## src/rtl/core/sld_pkg.sv

```systemverilog
// shared types and constants for the sync/length/xor deframer
// no dependencies; used by sld_step and sync_length_xor_deframer
`timescale 1ns / 1ps

package sld_pkg;

   // reset values of the two configuration registers
   localparam logic [31:0] SYNC_WORD_RESET = 32'h554E_4552;
   localparam logic [7:0]  SEPARATOR_RESET = 8'h3A;

   // smallest legal length byte (command plus checksum)
   localparam logic [7:0] MIN_LENGTH = 8'd2;

   // configuration register indexes
   localparam logic CSR_SYNC_WORD = 1'b0;
   localparam logic CSR_SEPARATOR = 1'b1;

   // result kinds
   localparam logic KIND_PAYLOAD = 1'b0;
   localparam logic KIND_END     = 1'b1;

   typedef enum logic [2:0] {
      PH_SYNC,
      PH_LEN,
      PH_SEP,
      PH_CMD,
      PH_PAY,
      PH_CSUM,
      PH_SKIP
   } phase_type;

   typedef enum logic [2:0] {
      ST_OK,
      ST_SYNC,
      ST_LEN,
      ST_TRUNC,
      ST_CSUM
   } status_type;

   // parse state carried from one byte to the next
   typedef struct packed {
      phase_type  phase;
      logic [7:0] byte_position;
      logic [7:0] frame_length;
      logic [7:0] running_xor;
      logic [7:0] held_command;
   } parse_state_type;

   localparam parse_state_type PARSE_STATE_RESET = '{
      phase:         PH_SYNC,
      byte_position: 8'd0,
      frame_length:  8'd0,
      running_xor:   8'd0,
      held_command:  8'd0
   };

   // result produced by one byte
   typedef struct packed {
      logic       valid;
      logic       out_kind;
      logic [7:0] out_byte;
      logic [7:0] command_code;
      logic [7:0] payload_index;
      status_type frame_status;
   } step_result_type;

endpackage

```

## src/rtl/core/sld_step.sv

```systemverilog
// one parse step: next state and optional result for one datagram byte
// depends on sld_pkg
`timescale 1ns / 1ps

module sld_step (
   input  sld_pkg::parse_state_type state,
   input  logic [7:0]               rx_byte,
   input  logic                     datagram_last,
   input  logic [31:0]              sync_word,
   input  logic [7:0]               separator_byte,
   output sld_pkg::parse_state_type state_next,
   output sld_pkg::step_result_type result
);

   logic [7:0] expected_sync;
   logic [7:0] pos_plus_one;
   logic [8:0] pay_reach;
   logic [7:0] xor_next;

   // expected header byte, first byte in the top bits
   always_comb begin
      case (state.byte_position[1:0])
         2'd0:    expected_sync = sync_word[31:24];
         2'd1:    expected_sync = sync_word[23:16];
         2'd2:    expected_sync = sync_word[15:8];
         default: expected_sync = sync_word[7:0];
      endcase
   end

   assign pos_plus_one = state.byte_position + 8'd1;
   assign pay_reach    = {1'b0, pos_plus_one} + {1'b0, sld_pkg::MIN_LENGTH};
   assign xor_next     = state.running_xor ^ rx_byte;

   // phase decode
   always_comb begin
      sld_pkg::status_type end_status;
      logic [7:0]          end_index;
      logic                end_now;

      state_next = state;
      end_status = sld_pkg::ST_OK;
      end_index  = 8'd0;
      end_now    = 1'b0;
      result     = '{
         valid:         1'b0,
         out_kind:      sld_pkg::KIND_PAYLOAD,
         out_byte:      8'd0,
         command_code:  state.held_command,
         payload_index: 8'd0,
         frame_status:  sld_pkg::ST_OK
      };

      case (state.phase)
         sld_pkg::PH_SYNC: begin
            if (rx_byte != expected_sync) begin
               end_now    = 1'b1;
               end_status = sld_pkg::ST_SYNC;
            end else begin
               state_next.running_xor = xor_next;
               if (state.byte_position[1:0] == 2'd3) begin
                  state_next.byte_position = 8'd0;
                  state_next.phase         = sld_pkg::PH_LEN;
               end else begin
                  state_next.byte_position = {6'd0, state.byte_position[1:0]} + 8'd1;
               end
               end_now    = datagram_last;
               end_status = sld_pkg::ST_TRUNC;
            end
         end
         sld_pkg::PH_LEN: begin
            if (rx_byte < sld_pkg::MIN_LENGTH) begin
               end_now    = 1'b1;
               end_status = sld_pkg::ST_LEN;
            end else begin
               state_next.frame_length = rx_byte;
               state_next.running_xor  = xor_next;
               state_next.phase        = sld_pkg::PH_SEP;
               end_now                 = datagram_last;
               end_status              = sld_pkg::ST_TRUNC;
            end
         end
         sld_pkg::PH_SEP: begin
            if (rx_byte != separator_byte) begin
               end_now    = 1'b1;
               end_status = sld_pkg::ST_LEN;
            end else begin
               state_next.running_xor = xor_next;
               state_next.phase       = sld_pkg::PH_CMD;
               end_now                = datagram_last;
               end_status             = sld_pkg::ST_TRUNC;
            end
         end
         sld_pkg::PH_CMD: begin
            state_next.held_command  = rx_byte;
            state_next.running_xor   = xor_next;
            state_next.byte_position = 8'd0;
            state_next.phase         = (state.frame_length <= sld_pkg::MIN_LENGTH) ?
                                       sld_pkg::PH_CSUM : sld_pkg::PH_PAY;
            end_now                  = datagram_last;
            end_status               = sld_pkg::ST_TRUNC;
         end
         sld_pkg::PH_PAY: begin
            state_next.running_xor = xor_next;
            if (datagram_last) begin
               end_now    = 1'b1;
               end_status = sld_pkg::ST_TRUNC;
               end_index  = state.byte_position;
            end else begin
               result.valid             = 1'b1;
               result.out_byte          = rx_byte;
               result.payload_index     = state.byte_position;
               state_next.byte_position = pos_plus_one;
               if (pay_reach >= {1'b0, state.frame_length}) begin
                  state_next.phase = sld_pkg::PH_CSUM;
               end
            end
         end
         sld_pkg::PH_CSUM: begin
            end_now    = 1'b1;
            end_status = (rx_byte == state.running_xor) ? sld_pkg::ST_OK : sld_pkg::ST_CSUM;
            end_index  = state.frame_length - sld_pkg::MIN_LENGTH;
         end
         default: begin
            // skip rest of datagram up to the last mark
            if (datagram_last) begin
               state_next = sld_pkg::PARSE_STATE_RESET;
            end
         end
      endcase

      // end result; command taken after this byte's update
      if (end_now) begin
         result.valid         = 1'b1;
         result.out_kind      = sld_pkg::KIND_END;
         result.out_byte      = 8'd0;
         result.command_code  = state_next.held_command;
         result.payload_index = end_index;
         result.frame_status  = end_status;
         if (datagram_last) begin
            state_next = sld_pkg::PARSE_STATE_RESET;
         end else begin
            state_next.phase = sld_pkg::PH_SKIP;
         end
      end
   end

endmodule

```

## src/rtl/core/sync_length_xor_deframer.sv

```systemverilog
// top level of the sync/length/xor deframer: beat registers, config, parse state
// depends on sld_pkg and sld_step
`timescale 1ns / 1ps
//
//  channel | direction | handshake          | payload
//  --------+-----------+--------------------+-----------------------------------------
//  req     | in        | req_valid/stall    | rx_byte, datagram_last
//  rsp     | out       | rsp_valid/stall    | out_kind, out_byte, command_code,
//          |           |                    | payload_index, frame_status
//  csr     | in        | csr_write_enable   | csr_index, csr_write_data
//
//  One byte per cycle sustained while rsp is not stalled. A byte lands in the input
//  register, the parse step decodes it combinationally against the held state, and
//  its result (if any) is registered in the result register that drives rsp_valid.
//  Synchronous reset clears the parse state and both valid flags and reloads the config.
//  A stall on rsp holds the input register full, and req_stall rises only then.

module sync_length_xor_deframer (
   input  logic        clock,
   input  logic        reset,
   input  logic        req_valid,
   output logic        req_stall,
   input  logic [7:0]  req_rx_byte,
   input  logic        req_datagram_last,
   output logic        rsp_valid,
   input  logic        rsp_stall,
   output logic        rsp_out_kind,
   output logic [7:0]  rsp_out_byte,
   output logic [7:0]  rsp_command_code,
   output logic [7:0]  rsp_payload_index,
   output logic [2:0]  rsp_frame_status,
   input  logic        csr_write_enable,
   input  logic        csr_index,
   input  logic [31:0] csr_write_data
);

   logic                     in_valid_ff;
   logic [7:0]               in_byte_ff;
   logic                     in_last_ff;
   logic [31:0]              sync_word_ff;
   logic [7:0]               separator_ff;
   sld_pkg::parse_state_type state_ff;
   sld_pkg::parse_state_type state_in;
   sld_pkg::step_result_type step_result;
   logic                     rsp_valid_ff;
   logic                     rsp_valid_in;
   logic                     rsp_kind_ff;
   logic [7:0]               rsp_byte_ff;
   logic [7:0]               rsp_command_ff;
   logic [7:0]               rsp_index_ff;
   logic [2:0]               rsp_status_ff;
   logic                     out_free;
   logic                     advance;
   logic                     req_take;

   // handshake
   assign out_free  = !rsp_valid_ff || !rsp_stall;
   assign advance   = in_valid_ff && out_free;
   assign req_stall = in_valid_ff && !out_free;
   assign req_take  = req_valid && !req_stall;

   // parse step
   sld_step u_step (
      .state          (state_ff),
      .rx_byte        (in_byte_ff),
      .datagram_last  (in_last_ff),
      .sync_word      (sync_word_ff),
      .separator_byte (separator_ff),
      .state_next     (state_in),
      .result         (step_result)
   );

   // result valid next value
   always_comb begin
      rsp_valid_in = rsp_valid_ff;
      if (out_free) begin
         rsp_valid_in = advance && step_result.valid;
      end
   end

   // config registers
   always_ff @(posedge clock) begin
      if (reset) begin
         sync_word_ff <= sld_pkg::SYNC_WORD_RESET;
         separator_ff <= sld_pkg::SEPARATOR_RESET;
      end else if (csr_write_enable) begin
         case (csr_index)
            sld_pkg::CSR_SYNC_WORD: sync_word_ff <= csr_write_data;
            sld_pkg::CSR_SEPARATOR: separator_ff <= csr_write_data[7:0];
            default:                sync_word_ff <= sync_word_ff;
         endcase
      end
   end

   // input beat register
   always_ff @(posedge clock) begin
      if (reset) begin
         in_valid_ff <= 1'b0;
      end else if (req_take) begin
         in_valid_ff <= 1'b1;
      end else if (advance) begin
         in_valid_ff <= 1'b0;
      end
   end

   always_ff @(posedge clock) begin
      if (req_take) begin
         in_byte_ff <= req_rx_byte;
         in_last_ff <= req_datagram_last;
      end
   end

   // parse state
   always_ff @(posedge clock) begin
      if (reset) begin
         state_ff <= sld_pkg::PARSE_STATE_RESET;
      end else if (advance) begin
         state_ff <= state_in;
      end
   end

   // result beat register
   always_ff @(posedge clock) begin
      if (reset) begin
         rsp_valid_ff <= 1'b0;
      end else begin
         rsp_valid_ff <= rsp_valid_in;
      end
   end

   always_ff @(posedge clock) begin
      if (advance && step_result.valid) begin
         rsp_kind_ff    <= step_result.out_kind;
         rsp_byte_ff    <= step_result.out_byte;
         rsp_command_ff <= step_result.command_code;
         rsp_index_ff   <= step_result.payload_index;
         rsp_status_ff  <= step_result.frame_status;
      end
   end

   assign rsp_valid         = rsp_valid_ff;
   assign rsp_out_kind      = rsp_kind_ff;
   assign rsp_out_byte      = rsp_byte_ff;
   assign rsp_command_code  = rsp_command_ff;
   assign rsp_payload_index = rsp_index_ff;
   assign rsp_frame_status  = rsp_status_ff;

endmodule
```

## config.mk

```make
export PLATFORM = sky130hd
export DESIGN_NAME = sync_length_xor_deframer
export DESIGN_NICKNAME = d
export VERILOG_FILES = /design/src/rtl/core/sld_pkg.sv /design/src/rtl/core/sld_step.sv /design/src/rtl/core/sync_length_xor_deframer.sv
export SDC_FILE = /design/constraint.sdc
export NUM_CORES = 1
export LEC_CHECK = 0
export ABC_AREA = 1
export BUFFER_PORTS_ARGS = -buffer_cell sky130_fd_sc_hd__buf_2
export CAP_MARGIN = 5
export CORE_MARGIN = 2
export CORE_UTILIZATION = 40
export CTS_CLUSTER_SIZE = 12
export DETAILED_ROUTE_END_ITERATION = 16
export GPL_ROUTABILITY_DRIVEN = 0
export PLACE_DENSITY = 0.66
export SETUP_SLACK_MARGIN = 0.15
export SYNTH_ARGS = -nofsm -noshare
export SYNTH_HDL_FRONTEND = slang
export SYNTH_SLANG_ARGS = --single-unit
```

## constraint.sdc

```tcl
create_clock -name clock -period 7.1 [get_ports clock]
set_input_delay 0.355 -clock clock [delete_from_list [all_inputs] [get_ports clock]]
set_output_delay 0.355 -clock clock [all_outputs]
set_load 0.01 [all_outputs]
```

==> reports/qor.yml, run 1 <==
final_cells: 1213
power_leakage_uw: 0.00334
vias_per_cell: 5.27
period_share: 0.529
tns_ns: 0
vias: 6387
fin_area_um2: 7600
internal_power_uw: 1260
worstPathRequired_ns: 7.14
ys_seq_area_frac: 0.405
antenna_found_initial: 0
core_area_um2: 15900
setup_violations: 0
sw_frac_of_total: 0.274
skew_ns: 0.0103
rr_worst_depth: 14
synth_warnings: 0
ir_drop_v: 0.000179
rsz0062_at_grt: "no"
first_pass_iters: 5
wl_met3_mm: 1.30
cts-root-buf: "clkbuf_16"
die_height_um: 132
sequentialPowerShare: 0.423
dp.cells: 1181
startpoint_type: "flop"
ioPinCount: 77
grt_pass1_wl_mm: 30.1
maxSlewHeadroom: 0.350
maxCapViolCount: 0
worstHoldPathCells: 1
critPathKind: "reg2reg"
grtUsageTotal: 0.216
rows: 46
cts.sinks: 114
place_area_um2: 7050
status: "complete, no violations"
drv_slew: 0
drc: 0
met2_length_mm: 8.08
crit_arrival_ns: 3.80
hp-class: "in2reg"
wl_per_cell_um: 15.1
layout.nets: 1048
syn_inst: 927
postCtsSetupBuffers: 0
path_clk_slew_ns: 0.06
synthDominantCellAreaShare: 0.235
die_area_um2: 17400
ys_types: 44
cts_tree: "built"
yosysTopAreaCell: "dfxtp_1"
start_util: 0.411
drive_gt1_frac: 0.125
pwr-share-comb: 0.126
h-tree-depth: 4
worstPathMaxFanout: 28
antenna_cells: 0
cts_max_path_buffers: 2
wl_met1_mm: 8.39
postCtsHoldBufs: 0
grt_max_degree: 41
power.density_nw_per_um2: 228
fin_crit_ns: 3.76
fmax_mhz: 266
port_buffers: 76
maxUsedRoutingLayer: "met4"
clockPowerShare: 0.451
syn-cell-area_um2: 6560
post_cts_resized: 0
final_cell_mix: "nand2_1 (250), nand3_1 (95), inv_1 (95), nor2_1 (89), dfxtp_1 (77)"
grt_pass1_vias: 5928
hold_violations: 0
insertion_delay_ns: 0.42
ys_seq_elements: 114
drt_iter0_markers: 689
die_w_um: 132
ys_top_cells_by_area: "dfxtp_1 (24%), edfxtp_1 (17%), nand2_1 (14%), nand3_1 (7.3%), inv_1 (5.4%)"
tightest_slew_ns: 0.972
area_growth_pct: 15.9
grt_overflow_total: 0
drtAntennaViolNets: 0
numCtsBuffers: 17
hpwl_mm: 12.9
wl_mm: 18.3
p_switching_uw: 475
avgSynthCellArea_um2: 7.07
final_common_cell: "nand2_1"
worst_setup_path_end_kind: "flop"
syn-num-nets: 991
-- final cells by class --
cell class / count / area [µm²]
fill: 1606 / 8340
multi-input combinational: 674 / 3360
timing repair buffer: 79 / 403
tap: 216 / 270
clock inverter: 8 / 53.8
sequential: 114 / 2650
clock buffer: 24 / 492
inverter: 98 / 368
-- critical path, stage by stage (launching register included) --
cell and delay, ns:
dfxtp_1 0.53, ha_1 0.50, inv_2 0.17, or2_2 0.32, nand2_1 0.07, nand2_1 0.04, nand2_1 0.06, inv_1 0.03
nand2_1 0.06, nor2_2 0.06, nand2_2 0.23, nand2_4 0.12, nand2_4 0.25, o21ai_0 0.14, inv_1 0.76
-- state kept, by name (all words and copies together) (netlist names) --
name	count
in_last_ff	1
in_valid_ff	1
rsp_payload_index	8
in_byte_ff	8
sync_word_ff	32
rsp_out_byte	8
separator_ff	8
rsp_valid	1
rsp_command_code	8
rsp_out_kind	1
rsp_frame_status	3
state_ff	35
-- cell usage after synthesis (all sizes together) --
master  count
o21ai      59
o31ai       2
a41oi       1
nand2     253
xor2       10
nand4      11
nor3        7
o211ai     10
ha         17
a211oi      1
buf         9
or2         5
o21a        1
nor4        2
xnor2      14
and2        1
a21oi      53
clkbuf     32
o221ai      5
dfxtp      77
nor2       93
nand3b      4
a221oi      2
o21bai      1
nor3b       1
nand3      97
o22ai      19
edfxtp     37
a22oi       2
clkinv      1
inv        97
a31oi       3
-- logic make-up (layout without fill, tap and decap cells) --
| logic type | Yosys count | count (layout) | share of synthesized area |
|---|---|---|---|
| and+or+nand+nor | 474 | 474 | 0.307 |
| xor gates and xnor gates | 24 | 24 | 0.0321 |
| AOI/OAI and AO/OA | 159 | 159 | 0.140 |
| adders and majority gates | 17 | 17 | 0.0324 |
| buffers and inverters | 139 | 209 | 0.0834 |
| DFF | 114 | 114 | 0.405 |
-- power groups by stage --
stage | Sequential, µW | Clock (µW) | Combinational [µW]
floorplan | 744 | 0 | 146
global placement | 748 | 0 | 214
detailed placement | 747 | 0 | 215
CTS | 734 | 795 | 215
global route | 738 | 822 | 245
finish | 735 | 783 | 218
-- stage by stage --
stage / hold WS, ns / setup slack, ns / total power, µW / utilization
after floorplan: 0.421 / 4.11 / 890 / -
after global placement: 0.440 / 3.47 / 961 / 0.442
after detailed placement: 0.446 / 3.38 / 962 / 0.442
after CTS: 0.0933 / 3.37 / 1740 / 0.477
after global routing: 0.0970 / 2.89 / 1800 / 0.477
final: 0.112 / 3.34 / 1740 / 0.477
-- layer usage --
metal | vias up | track usage
met5 | - | 0
met4 | 0 | 0.0870
met3 | 44 | 0.0465
met2 | 250 | 0.335
met1 | 2905 | 0.294
li1 | 3188 | -
-- path summary, 6_finish.rpt --
check	slack [ns]	endpoint	from
setup / recovery	3.34	rsp_payload_index[5]	state_ff[24]
hold / removal	0.11	in_byte_ff[0]	req_rx_byte[0]
setup reg to reg	3.34	rsp_payload_index[5]	state_ff[24]
hold reg to reg	0.46	sync_word_ff[4]	sync_word_ff[4]
Power figures use the tool's default switching activity.
==> run 2, diff against run 1 <==
--- a/config.mk
+++ b/config.mk
@@ -5,7 +5,7 @@
 export SDC_FILE = /design/constraint.sdc
 export NUM_CORES = 1
 export LEC_CHECK = 0
-export ABC_AREA = 1
+export ABC_AREA = 0
 export BUFFER_PORTS_ARGS = -buffer_cell sky130_fd_sc_hd__buf_2
 export CAP_MARGIN = 5
 export CORE_MARGIN = 2
@@ -13,7 +13,7 @@
 export CTS_CLUSTER_SIZE = 12
 export DETAILED_ROUTE_END_ITERATION = 16
 export GPL_ROUTABILITY_DRIVEN = 0
-export PLACE_DENSITY = 0.66
+export PLACE_DENSITY = 0.69
 export SETUP_SLACK_MARGIN = 0.15
 export SYNTH_ARGS = -nofsm -noshare
 export SYNTH_HDL_FRONTEND = slang
==> constraint.sdc (replaced) <==
create_clock -name clock -period 3.2 [get_ports clock]
set_input_delay 0.16 -clock clock [delete_from_list [all_inputs] [get_ports clock]]
set_output_delay 0.16 -clock clock [all_outputs]
set_load 0.01 [all_outputs]
==> run 2 against run 1 <==
Against the previous run:
- routed wire length fell by 9.8%
- register-to-register slack got worse by 3.1 ns
- critical path depth is 2 lower
- clock power increased by 140%
- sequential power is 110% higher
- sequential cell count is the same
- power is 120% higher
- maximum frequency increased by 27%
- worst setup slack worse by 3.1 ns
- synthesized area is 8.2% lower
- design area is 1.9% higher
- clock skew grew 0.0034 ns
- highest routed layer unchanged
==> reports/qor.yml, run 2 <==
status: "complete, no violations"
final_util: 0.529  # +0.0520
period_share: 0.924  # +0.395
ys.flop_type: "dfxtp_1"
syn-num-nets: 734  # -26%
synthXorXnorAreaFrac: 0.0553  # +0.0232
first_pass_iters: 6  # +1
insertion_delay_ns: 0.42  # about the same
met3_usage: 0.0468  # +0.000295
crit_arrival_ns: 3.27  # -0.53 ns
h-tree-depth: 4  # unchanged
final_cell_mix: "nand2_1 (106), dfxtp_1 (77), buf_2 (76), nor2_1 (48), dlygate4sd3_1 (39)"
ys_types: 69  # +57%
die_area_um2: 16000  # -8.0%
antenna_found_initial: 0  # unchanged
yosys.cell_count.top_type: "nand2_1"
grtUsageTotal: 0.208  # -0.00819
grt_overflow_total: 0  # unchanged
fin_crit_ns: 2.96  # -0.801 ns
worstPathMaxFanout: 11  # -61%
rsz0062_at_grt: "yes"
core_area_um2: 14600  # -8.1%
synth_warnings: 0  # unchanged
final_common_cell: "nand2_1"
power.total_uw: 3860  # +120%
synth_adder_area_share: 0.0353  # +0.00290
worst_setup_path_end_kind: "flop"
largest_register_ffs: 35  # unchanged
hp-class: "in2reg"
reg_top3: "state_ff x35, sync_word_ff x32"
top_usage_layer: "met2"
port_buffers: 76  # unchanged
rows: 44  # -4.3%
hpwl_mm: 11.2  # -13%
max_flop_register: "state_ff"
tightest_slew_ns: 1.06  # +0.0861 ns
power_leakage_uw: 0.00308  # -7.6%
fin_ws_ns: 0.242  # -3.10 ns
ys_top_cells_by_area: "dfxtp_1 (26%), edfxtp_1 (18%), nand2_1 (6.6%), ha_1 (3.5%), a21oi_1 (3.1%)"
area_growth_pct: 28.6
synth_edf_count: 37  # unchanged
skew_ns: 0.0137  # +0.00342 ns
grt_pass1_wl_mm: 26.3  # -13%
vias: 5513  # -14%
ys_seq_elements: 114  # unchanged
worstPathRequired_ns: 3.51  # -3.63 ns
die_height_um: 127  # -4.1%
hold_violations: 0  # unchanged
vias_per_cell: 5.57  # +5.9%
synth_top_family_by_area: "compound AO/OA/AOI/OAI gates"
yosys.area_share.simple: 0.195  # -0.112
fmax_mhz: 338  # +27%
ioPinCount: 77  # unchanged
fillCellCount: 1324  # -18%
synthMuxAreaShare: 0.0281  # +0.0281
tns_ns: 0  # unchanged
wl_mm: 16.5  # -9.8%
yosysTopAreaCell: "dfxtp_1"
cts_max_path_buffers: 2  # unchanged
start_util: 0.411  # about the same
async_flop_share: 0  # unchanged
grt_pass1_vias: 5212  # -12%
synthDominantCellAreaShare: 0.256  # +0.0210
maxSlewHeadroom: 0.295  # -0.0550
die_w_um: 127  # -4.1%
path_clk_slew_ns: 0.05  # about the same
startpoint_type: "flop"
layout.nets: 856  # -18%
wl_per_cell_um: 16.7  # +11%
avgSynthCellArea_um2: 8.98  # +27%
power.density_nw_per_um2: 498  # +120%
syn-cell-area_um2: 6020  # -8.2%
cts-root-buf: "clkbuf_16"
drc: 0  # unchanged
place_ws_ns: 0.114  # -3.26 ns
ir_drop_v: 0.000395  # +120%
drv_slew: 0  # unchanged
cts.sinks: 114  # unchanged
numCtsBuffers: 17  # unchanged
place_area_um2: 6690  # -5.1%
critPathKind: "reg2reg"
maxCapViolCount: 0  # unchanged
synth_common_cells: "nand2_1 (106), dfxtp_1 (77), nor2_1 (49)"
met1_usage: 0.268  # -0.0260
use_met2: 0.346  # +0.0112
fin_area_um2: 7740  # +1.9%
setup_violations: 0  # unchanged
cts_tree: "built"
drt_iter0_markers: 458  # -34%
grt_max_degree: 36  # -12%
synth_compound_area_frac: 0.197  # +0.0566
drtAntennaViolNets: 0  # unchanged
antenna_cells: 0  # unchanged
ys_seq_area_frac: 0.441  # +0.0362
syn_inst: 670  # -28%
drive_gt1_frac: 0.212  # +0.0870
-- run 2: cell count changes after synthesis, moves of 10 or more --
cell | previous run | this run
a211oi_1 | 1 | 11
a21oi_1 | 49 | 37
a22oi_1 | 2 | 16
a31oi_1 | 3 | 14
inv_1 | 95 | 24
nand2_1 | 250 | 106
nand3_1 | 95 | 32
nor2_1 | 90 | 49
o21ai_0 | 59 | 15
o22ai_1 | 19 | 0
xor2_1 | 10 | 21
-- run 2: cell type report --
cell class,instances,area (µm²),share of cell area
clock buffer,23,499,0.0645
clock inverter,9,100,0.0129
tap,184,230,0.0297
sequential,114,2650,0.343
multi-input combinational,483,3130,0.404
inverter,26,97.6,0.0126
timing repair buffer,150,1030,0.134
-- run 2: what timing repair did --
| item | CTS | global route |
|---|---|---|
| setup buffers | 0 | 1 |
| cloned | 0 | 0 |
| hold endpoints to repair | 41 | 0 |
| resized for setup | 1 | 10 |
| endpoints found under the setup margin | 28 | 32 |
| hold buffers | 39 | 0 |
| pin swaps | 0 | 1 |
-- run 2: path summary, 6_finish.rpt --
path	end	start	slack, ns	cells past startpoint
max	state_ff[34]	state_ff[24]	0.24	12
min	sync_word_ff[4]	csr_write_data[4]	0.01	3
max reg2reg	state_ff[34]	state_ff[24]	0.24	12
min reg2reg	sync_word_ff[0]	sync_word_ff[0]	0.46	2
-- run 2: cell families (layout without fill, tap and decap cells) --
group / Yosys count / in the layout
XOR/XNOR: 38 / 38
AO/OA/AOI/OAI: 162 / 162
adder cells (fa/ha/maj): 17 / 17
buffers and inverters: 73 / 208
flip-flops: 114 / 114
multiplexers: 16 / 16
AND/OR/NAND/NOR: 250 / 250
-- run 2: power breakdown --
group | switching, µW | total, µW | internal, µW | leakage, µW
Sequential | 33.5 | 1580 | 1550 | 0.000980
Clock | 641 | 1890 | 1250 | 0.000299
Combinational | 223 | 384 | 161 | 0.00180
-- run 2: routing by layer --
metal  wire length (µm)  vias to the layer above  part of all wire
li1                   -                     2671                 -
met1               7190                     2589              0.44
met2               8010                      231              0.49
met3               1060                       22             0.064
met4                249                        0             0.015
met5                  0                        -                 0
-- run 2: through the flow --
step                      std cells  hold WS [ns]
after global routing            989        0.0217
final                           989        0.0112
after detailed placement        917         0.338
after global placement          917         0.337
after floorplan                 670         0.259
after CTS                       988       0.00108
-- run 2: worst max-delay path: stages, from the launching register on --
cell	delay, ns
dfxtp_1	0.33
buf_4	0.18
ha_2	0.25
nand3_1	0.21
nor2_2	0.22
xor2_2	0.21
xor2_1	0.21
ha_1	0.27
a21o_1	0.17
a211oi_2	0.24
a31oi_2	0.15
or3_1	0.33
o41ai_1	0.06
